**config.mk**
```make
export PLATFORM = sky130hd
export DESIGN_NAME = fah_cell
export DESIGN_NICKNAME = d
export VERILOG_FILES = /design/src/design/fah_pkg.sv /design/src/design/fah_cell.sv
export SDC_FILE = /design/constraint.sdc
export NUM_CORES = 1
export LEC_CHECK = 0
export BUFFER_PORTS_ARGS = -buffer_cell sky130_fd_sc_hd__buf_2
export CAP_MARGIN = 10
export CORE_ASPECT_RATIO = 0.8
export CORE_MARGIN = 10
export CORE_UTILIZATION = 45
export DETAILED_ROUTE_END_ITERATION = 12
export HOLD_SLACK_MARGIN = 0.06
export PLACE_DENSITY = 0.78
export SETUP_SLACK_MARGIN = 0.05
export SYNTH_ARGS = -nofsm -noshare
export SYNTH_HDL_FRONTEND = slang
export SYNTH_SLANG_ARGS = --single-unit
```
**constraint.sdc**
```tcl
create_clock -name clk -period 4.18 [get_ports clk]
set_input_delay 0.627 -clock clk [delete_from_list [all_inputs] [get_ports clk]]
set_output_delay 0.627 -clock clk [all_outputs]
set_load 0.02 [all_outputs]
```
**src/design/fah_pkg.sv**
```systemverilog
package fah_pkg;

  localparam int ADDR_W        = 15;
  localparam int SIZE_W        = 16;
  localparam int LEN_W         = 16;
  localparam int EN_W          = 18;
  localparam int STAT_W        = 3;
  localparam int MAX_HOLES_DEF = 64;

  localparam logic [ADDR_W-1:0] LAST_ADDR = 15'd32767;

  localparam logic [STAT_W-1:0] STAT_OK      = 3'd0;
  localparam logic [STAT_W-1:0] STAT_NOFIT   = 3'd1;
  localparam logic [STAT_W-1:0] STAT_OVERLAP = 3'd2;
  localparam logic [STAT_W-1:0] STAT_RANGE   = 3'd3;
  localparam logic [STAT_W-1:0] STAT_ZERO    = 3'd4;
  localparam logic [STAT_W-1:0] STAT_FULL    = 3'd5;

  typedef enum logic [2:0] {
    OP_NONE,
    OP_SHRINK,
    OP_DEL,
    OP_MERGE,
    OP_SETEND,
    OP_SETSTART,
    OP_INS
  } op_kind_t;

  typedef enum logic [1:0] {
    S_IDLE,
    S_SCAN,
    S_DONE
  } fah_state_t;

  typedef struct packed {
    logic              vld;
    logic [ADDR_W-1:0] start;
    logic [ADDR_W-1:0] fin;
  } hole_t;

  typedef struct packed {
    op_kind_t          kind;
    logic              policy;
    logic [ADDR_W-1:0] addr;
    logic [SIZE_W-1:0] size;
    logic [EN_W-1:0]   en;
  } op_t;

  typedef struct packed {
    logic              vld;
    logic              found;
    logic [LEN_W-1:0]  best_len;
    logic [ADDR_W-1:0] best_end;
    logic              overlap;
    logic              pfound;
    logic              left;
    logic              right;
  } scan_t;

endpackage

```
**src/design/fah_cell.sv**
```systemverilog
module fah_cell #(
  parameter int MAX_HOLES = 64,
  parameter int IDX       = 0,
  localparam int CW       = $clog2(MAX_HOLES + 1)
) (
  input  logic            clk,
  input  logic            rst_n,
  input  fah_pkg::op_t    op,
  input  logic [CW-1:0]   op_idx,
  input  fah_pkg::hole_t  prev_hole,
  input  fah_pkg::hole_t  next_hole,
  output fah_pkg::hole_t  hole,
  input  fah_pkg::scan_t  scan_in,
  input  logic [CW-1:0]   best_idx_in,
  input  logic [CW-1:0]   p_idx_in,
  output fah_pkg::scan_t  scan_out,
  output logic [CW-1:0]   best_idx_out,
  output logic [CW-1:0]   p_idx_out
);
  import fah_pkg::*;

  localparam logic [CW-1:0] MY_IDX  = CW'(IDX);
  localparam logic [CW-1:0] MY_NEXT = CW'(IDX + 1);

  hole_t           hole_r, hole_nxt;
  scan_t           scan_r, scan_nxt;
  logic [CW-1:0]   best_r, best_nxt;
  logic [CW-1:0]   p_r, p_nxt;
  logic [LEN_W-1:0] len;
  logic [EN_W-1:0]  s18, e18, st18;
  logic             ovl, fits, take;

  always_comb begin
    hole_nxt = hole_r;
    case (op.kind)
      OP_SHRINK: begin
        if (op_idx == MY_IDX) hole_nxt.fin = hole_r.fin - op.size[ADDR_W-1:0];
      end
      OP_DEL: begin
        if (MY_IDX >= op_idx) hole_nxt = next_hole;
      end
      OP_MERGE: begin
        if (MY_NEXT == op_idx) hole_nxt.fin = next_hole.fin;
        else if (MY_IDX >= op_idx) hole_nxt = next_hole;
      end
      OP_SETEND: begin
        if (MY_NEXT == op_idx) hole_nxt.fin = op.en[ADDR_W-1:0];
      end
      OP_SETSTART: begin
        if (MY_IDX == op_idx) hole_nxt.start = op.addr;
      end
      OP_INS: begin
        if (MY_IDX == op_idx) begin
          hole_nxt.vld   = 1'b1;
          hole_nxt.start = op.addr;
          hole_nxt.fin   = op.en[ADDR_W-1:0];
        end else if (MY_IDX > op_idx) begin
          hole_nxt = prev_hole;
        end
      end
      default: ;
    endcase
  end

  always_comb begin
    len  = {1'b0, hole_r.fin} - {1'b0, hole_r.start} + LEN_W'(1);
    s18  = EN_W'(hole_r.start);
    e18  = EN_W'(hole_r.fin);
    st18 = EN_W'(op.addr);
    ovl  = ($signed(st18) <= $signed(s18) && $signed(s18) <= $signed(op.en)) ||
           ($signed(st18) <= $signed(e18) && $signed(e18) <= $signed(op.en)) ||
           ($signed(s18) <= $signed(st18) && $signed(st18) <= $signed(e18)) ||
           ($signed(s18) <= $signed(op.en) && $signed(op.en) <= $signed(e18));
    fits = len >= op.size;
    take = fits && (op.policy ? (!scan_in.found || len < scan_in.best_len)
                              : !scan_in.found);
    scan_nxt = scan_in;
    best_nxt = best_idx_in;
    p_nxt    = p_idx_in;
    if (scan_in.vld && hole_r.vld) begin
      if (ovl) scan_nxt.overlap = 1'b1;
      if (take) begin
        scan_nxt.found    = 1'b1;
        scan_nxt.best_len = len;
        scan_nxt.best_end = hole_r.fin;
        best_nxt          = MY_IDX;
      end
      if (hole_r.start < op.addr) begin
        scan_nxt.left = ({1'b0, hole_r.fin} + LEN_W'(1)) == {1'b0, op.addr};
      end else if (!scan_in.pfound) begin
        scan_nxt.pfound = 1'b1;
        scan_nxt.right  = {2'b0, hole_r.start} == (op.en[EN_W-2:0] + (EN_W-1)'(1));
        p_nxt           = MY_IDX;
      end
    end
  end

  always_ff @(posedge clk) begin
    if (!rst_n) begin
      scan_r       <= '0;
      best_r       <= '0;
      p_r          <= '0;
      hole_r.vld   <= (IDX == 0);
      hole_r.start <= '0;
      hole_r.fin   <= (IDX == 0) ? LAST_ADDR : '0;
    end else begin
      hole_r <= hole_nxt;
      scan_r <= scan_nxt;
      best_r <= best_nxt;
      p_r    <= p_nxt;
    end
  end

  assign hole         = hole_r;
  assign scan_out     = scan_r;
  assign best_idx_out = best_r;
  assign p_idx_out    = p_r;

endmodule

```
### Word level (Yosys, flattened, before mapping)

Index checks and enable logic that the tools add are counted.

* add/sub/neg operators: 5
* multipliers: 0
* div/mod/pow operators: 0
* magnitude comparators: 11
* equality and inequality tests: 14
* shift-type cells: 0
* muxes and demuxes: 24
* bitwise logic cells: 0
* reduce and logical (&&, ||, !) cells: 18

Operators by type and width (number)
* $mux W31: 3
* $pmux W15 S5: 1
* $mux W15: 4
* $pmux W15 S4: 1
* $le A15 B15 Y1: 3
* $le A16 B18 Y1: 2
* $mux W36: 1
* $mux W7: 5
* $mux W32: 1
* $le A18 B16 Y1: 1
* $add A17 B1 Y17 const B: 1
* $eq A15 B17 Y1: 1
* $add A15 B1 Y16 const B: 1
* $add A16 B1 Y16 const B: 1
* $eq A16 B15 Y1: 1
* $ge A16 B16 Y1: 1
* $lt A16 B16 Y1: 1
* $mux W16: 1
* $sub A15 B15 Y16: 1
* $lt A15 B15 Y1: 1
* $sub A15 B15 Y15: 1
* $eq A3 B3 Y1 const B: 3
* $ne A2 B2 Y1 const B: 4
* $reduce_and A4 Y1: 2
* other kinds (16): 30

* flip-flop bits (word level): 82
* bits in latches: 0
* bits in writable memories: 0
* bits in read-only memories: 0
* input port bits: 175
* output and inout bits: 82
* memories kept: 0

### Depth between registers and ports, before layout

* depth in word-level cells: 8
* depth in mapped cells: 21
* depth with buffers taken out: 19

### Least setup slack after synthesis

OpenSTA, ideal clock, no wires.

* path kind: flip-flop to flip-flop
* start point: register hole_r, in the netlist hole[1]
* end point: register scan_r, in the netlist scan_out[4]
* setup time: 0.143 ns
* arrival time: 4.451 ns
* path slack: -0.413 ns
* stages on the path, launching flop included: 21
* path buffers: 1
* clock period less this slack: 4.593 ns
* cell sequence: dfxtp_1 > inv_1 > ha_1 > inv_1 > ha_1 > fa_1 > a211oi_1 > nor2_1 > or2_2 > a31oi_1 > xnor2_1 > ha_1 > a21o_1 > a21o_1 > a211oi_1 > o21ai_1 > o2111a_1 > a211o_1 > clkbuf_1 > o21ai_0 > a21oi_1

* longest elaborated chain between the ends: 8
* elaborated cells between the ends (all ways): 9
* classes of those cells: add/sub: 2; order compare: 2; mux: 3; reduce/logical: 2

Ends and longest elaborated chain
* start, declared: line fah_cell.sv:25 `hole_t hole_r, hole_nxt;`
* start signal, assigned: line fah_cell.sv:107 `hole_r <= hole_nxt;`
* $sub A15 B15 Y16 (*): line fah_cell.sv:66 `len = {1'b0, hole_r.fin} - {1'b0, hole_r.start} + LEN_W'(1);`
* $add A16 B1 Y16 (*): line fah_cell.sv:66
* $lt A16 B16 Y1: line fah_cell.sv:75 `take = fits && (op.policy ? (!scan_in.found || len < scan_in.best_len)`
* $logic_or A1 B1 Y1: line fah_cell.sv:75
* $mux W1: line fah_cell.sv:75
* $logic_and A1 B1 Y1 (*): line fah_cell.sv:75
* $mux W32 (*): line fah_cell.sv:82 `if (take) begin`
* $mux W36 (*): line fah_cell.sv:80 `if (scan_in.vld && hole_r.vld) begin`
* end signal, assigned: line fah_cell.sv:108 `scan_r <= scan_nxt;`
* end, declared: line fah_cell.sv:26 `scan_t scan_r, scan_nxt;`

Every way passes the cells marked *; elsewhere a longest branch is shown, timed or not.
A chain may end at the register's enable or synchronous reset.

### Worst setup path after layout

* start point: register hole_r, in the netlist hole[1]
* end point: register scan_r, in the netlist scan_out[14]

Same word-level chain as after synthesis.

==> run metrics <==
CP top delay family compound AO/OA/AOI/OAI gates; worst slew pin tran 1.10 ns; CP Buf/Inv Count 6; CP peak stage delay 0.37 ns; Slew headroom 0.263; Hold WS 0.467 ns; 1st-pass router iterations 5; Clock Power Share 0.211; Cell variety after synth 71; starting density of the core 0.455; final setup fails 31; Seq pwr share 0.221; crit path cell chain inv_4 > ha_4 > inv_2 > ha_4 > fa_2 > a211oi_2 > nor2_2 > buf_4 > o211ai_1 > a31oi_2 > a31oi_1 > xor2_1 > buf_4 > ha_4 > a31oi_4 > or3_4 > a211oi_4 > buf_6 > buf_12 > nand3_1 > a21oi_1; worst vdd ir 0.247 mV; Final Core Density 0.599; Internal Pwr Total 2.33 mW; EDFF count, synth 0; TritonCTS buffer count 9; Fillers 1613; Post-Syn Nets 1366; GR Overflow Total 0; top_reg_cell synth dfxtp_1; Syn Inst Count 1053; Placer Congestion 0.937; Final Instance Area 10800 um^2; Sw Share 0.423; status finished with violations; routed length per instance 20.6 um; placed cell count 1537; number of global-route vias before repair 8836; Sw Pwr 1.71 mW; Layout Nets 1644; largest net degree at the start of global routing 34; core area 18100 um^2; PwrDens 373 nW/um^2; Layout area overhead 31.6%; unrepaired setup endpoints after global routing true; GRT Util Overall 0.248; WS Path Type reg -> reg; min-delay worst type in -> reg; reg-to-reg startpoint hole[1]; Req. time, crit path 4.47 ns; Most common cell on crit path ha_4; Max FO, Critical Path 8; Reg clk slew, reported paths 0.07 ns; Yosys top cell area share 0.207; antenna violations before repair 2; share of synthesized registers carrying an async set or reset 0; min cycle time layout 4.27 ns; CTS Sinks 82; via count 9331; arrival time at the worst endpoint 4.56 ns; Die ar. 24100 um^2; Worst setup SP type register; Setup WS post-layout -0.0856 ns; Die Y 141 um; skew final 0.00866 ns; Final period util 1.02; Avg Vias per Cell 5.95; Syn Std Cell Area 8220 um^2; DPL Wire Length 25.0 mm; first-pass GRT wire length 47.6 mm; Avg Cell Area, Syn 7.81 um^2; share of cells above drive strength 1 0.306; Register Area 1650 um^2; final max-slew violation count 0; #FFs+latches synth 82; slowest CP cell fa_2; cell taking the most area after synthesis ha_1; Residual DRC 0; failing checks negative setup slack; f_max 234 MHz; Max Used Layer met4; dpl cell area 10000 um^2; Die Width 171 um; CTS Buffer Depth 2; Synth Warn # 0; Max-Cap Viols 0; clock latency at the later pin of the worst-skew pair 0.36 ns; Critical path origin hole[1]; top-level I/O count 257; antenna viol nets, final 0; Leak 5.18 nW; Core Rows 44; WL met1 13.9 mm; register area share after synthesis 0.200; depth of the CTS H-tree 3; Post-Layout Cell Count 1568; combinational share of power 0.568; Port Buffers 236; CP Capture Type register; met3 WL 3.65 mm; area of the multi-input gates 6330 um^2; dpl ws -0.112 ns; met2 WL 13.7 mm; accumulated negative setup slack -1.51 ns; Hold Crit Start p_idx_in[3]; 1st-iter DRT viols 959; CTS tree built; Routed WL 32.3 mm; Hold Violations, Final 0; Total Power 4.04 mW; top post-synthesis cells by area ha_1 (21%), dfxtp_1 (20%), a21oi_1 (5.1%); CTS root buf clkbuf_16
## registers in the layout (all words and copies together) (netlist names)
signal,count
hole,31
p_idx_out,7
best_idx_out,7
scan_out,37
## path summary, 6_finish.rpt
kind	depth (start not counted)	slack, ns	end
worst max-delay path	21	-0.09	scan_out[14]
worst min-delay path	2	0.47	p_idx_out[3]
worst max register to register	21	-0.09	scan_out[14]
worst min register to register	3	0.62	hole[15]
## Yosys cell counts, types with 19 or more instances
| master | number |
|---|---|
| dfxtp_1 | 82 |
| nor2_1 | 65 |
| a21oi_1 | 83 |
| and3_1 | 19 |
| nand3_1 | 58 |
| xor2_1 | 22 |
| ha_1 | 136 |
| a21o_1 | 19 |
| xnor2_1 | 41 |
| nand2_1 | 53 |
| o21ai_0 | 68 |
| clkbuf_1 | 32 |
| inv_1 | 102 |
| a211oi_1 | 23 |
| nand4_1 | 19 |
| nor3_1 | 23 |
## cells in the final DEF, fill, tap and decap left out, types with 12 or more instances in the layout
master and n:
a21oi_1 82, a211oi_2 16, buf_4 60, inv_1 100, ha_1 131, buf_2 236, a21o_1 19, o21ai_0 46
clkbuf_16 12, a31oi_1 14, o21ai_1 24, xor2_1 22, nand2b_1 12, nand2_1 52, nor2_1 62, and3_1 12
xnor2_1 40, a211oi_1 17, a22oi_1 18, dfxtp_1 81, nand3_1 51, nand4_1 19, nor3_1 21
## cell families (layout without fill, tap and decap cells)
| kind of cell | after synthesis | in the layout | share of synthesized area |
|---|---|---|---|
| xor gates and xnor gates | 63 | 63 | 0.0671 |
| buffers and inverters | 144 | 427 | 0.0689 |
| and+or+nand+nor | 305 | 305 | 0.191 |
| AOI/OAI and AO/OA | 319 | 319 | 0.259 |
| other | 0 | 2 | 0 |
| adders and majority gates | 138 | 138 | 0.212 |
| muxes | 2 | 2 | 0.00259 |
| DFF | 82 | 82 | 0.200 |
## power by group through the flow
stage / Sequential, mW / Clock [mW] / Combinational (mW)
final: 0.892 / 0.853 / 2.29
after global routing: 0.900 / 0.887 / 2.48
after CTS: 0.891 / 0.856 / 1.96
after detailed placement: 0.909 / 0 / 1.85
after global placement: 0.907 / 0 / 1.81
after floorplan: 1.04 / 0 / 1.06
## layer usage
layer / track usage / vias to the layer above
li1: - / 4433
met4: 0.0886 / 0
met5: 0 / -
met1: 0.338 / 4292
met3: 0.0569 / 66
met2: 0.373 / 540
## worst register-to-register path, stage by stage (launching register included)
cell and delay [ns]:
dfxtp_4 0.36, inv_4 0.04, ha_4 0.26, inv_2 0.04, ha_4 0.15, fa_2 0.37, a211oi_2 0.23, nor2_2 0.09
buf_4 0.15, o211ai_1 0.28, a31oi_2 0.16, a31oi_1 0.25, xor2_1 0.13, buf_4 0.16, ha_4 0.27, a31oi_4 0.08
or3_4 0.36, a211oi_4 0.23, buf_6 0.19, buf_12 0.14, nand3_1 0.12, a21oi_1 0.14
## area by class of cell
class | count | area share
multi-input combinational | 827 | 0.585
timing repair buffer | 308 | 0.172
sequential | 82 | 0.152
inverter | 103 | 0.0360
tap | 230 | 0.0266
clock buffer | 9 | 0.0208
clock inverter | 7 | 0.00694
antenna | 2 | 0.000463
## timing repair
item                       in CTS  in global routing
hold buffers                    0                  0
buffers inserted                2                  6
gates resized for setup        32                 50
setup endpoints to repair      39                 39
pin swaps                      15                 32
cloned                          1                  4
Note: power is estimated with default switching activity, not from simulation.
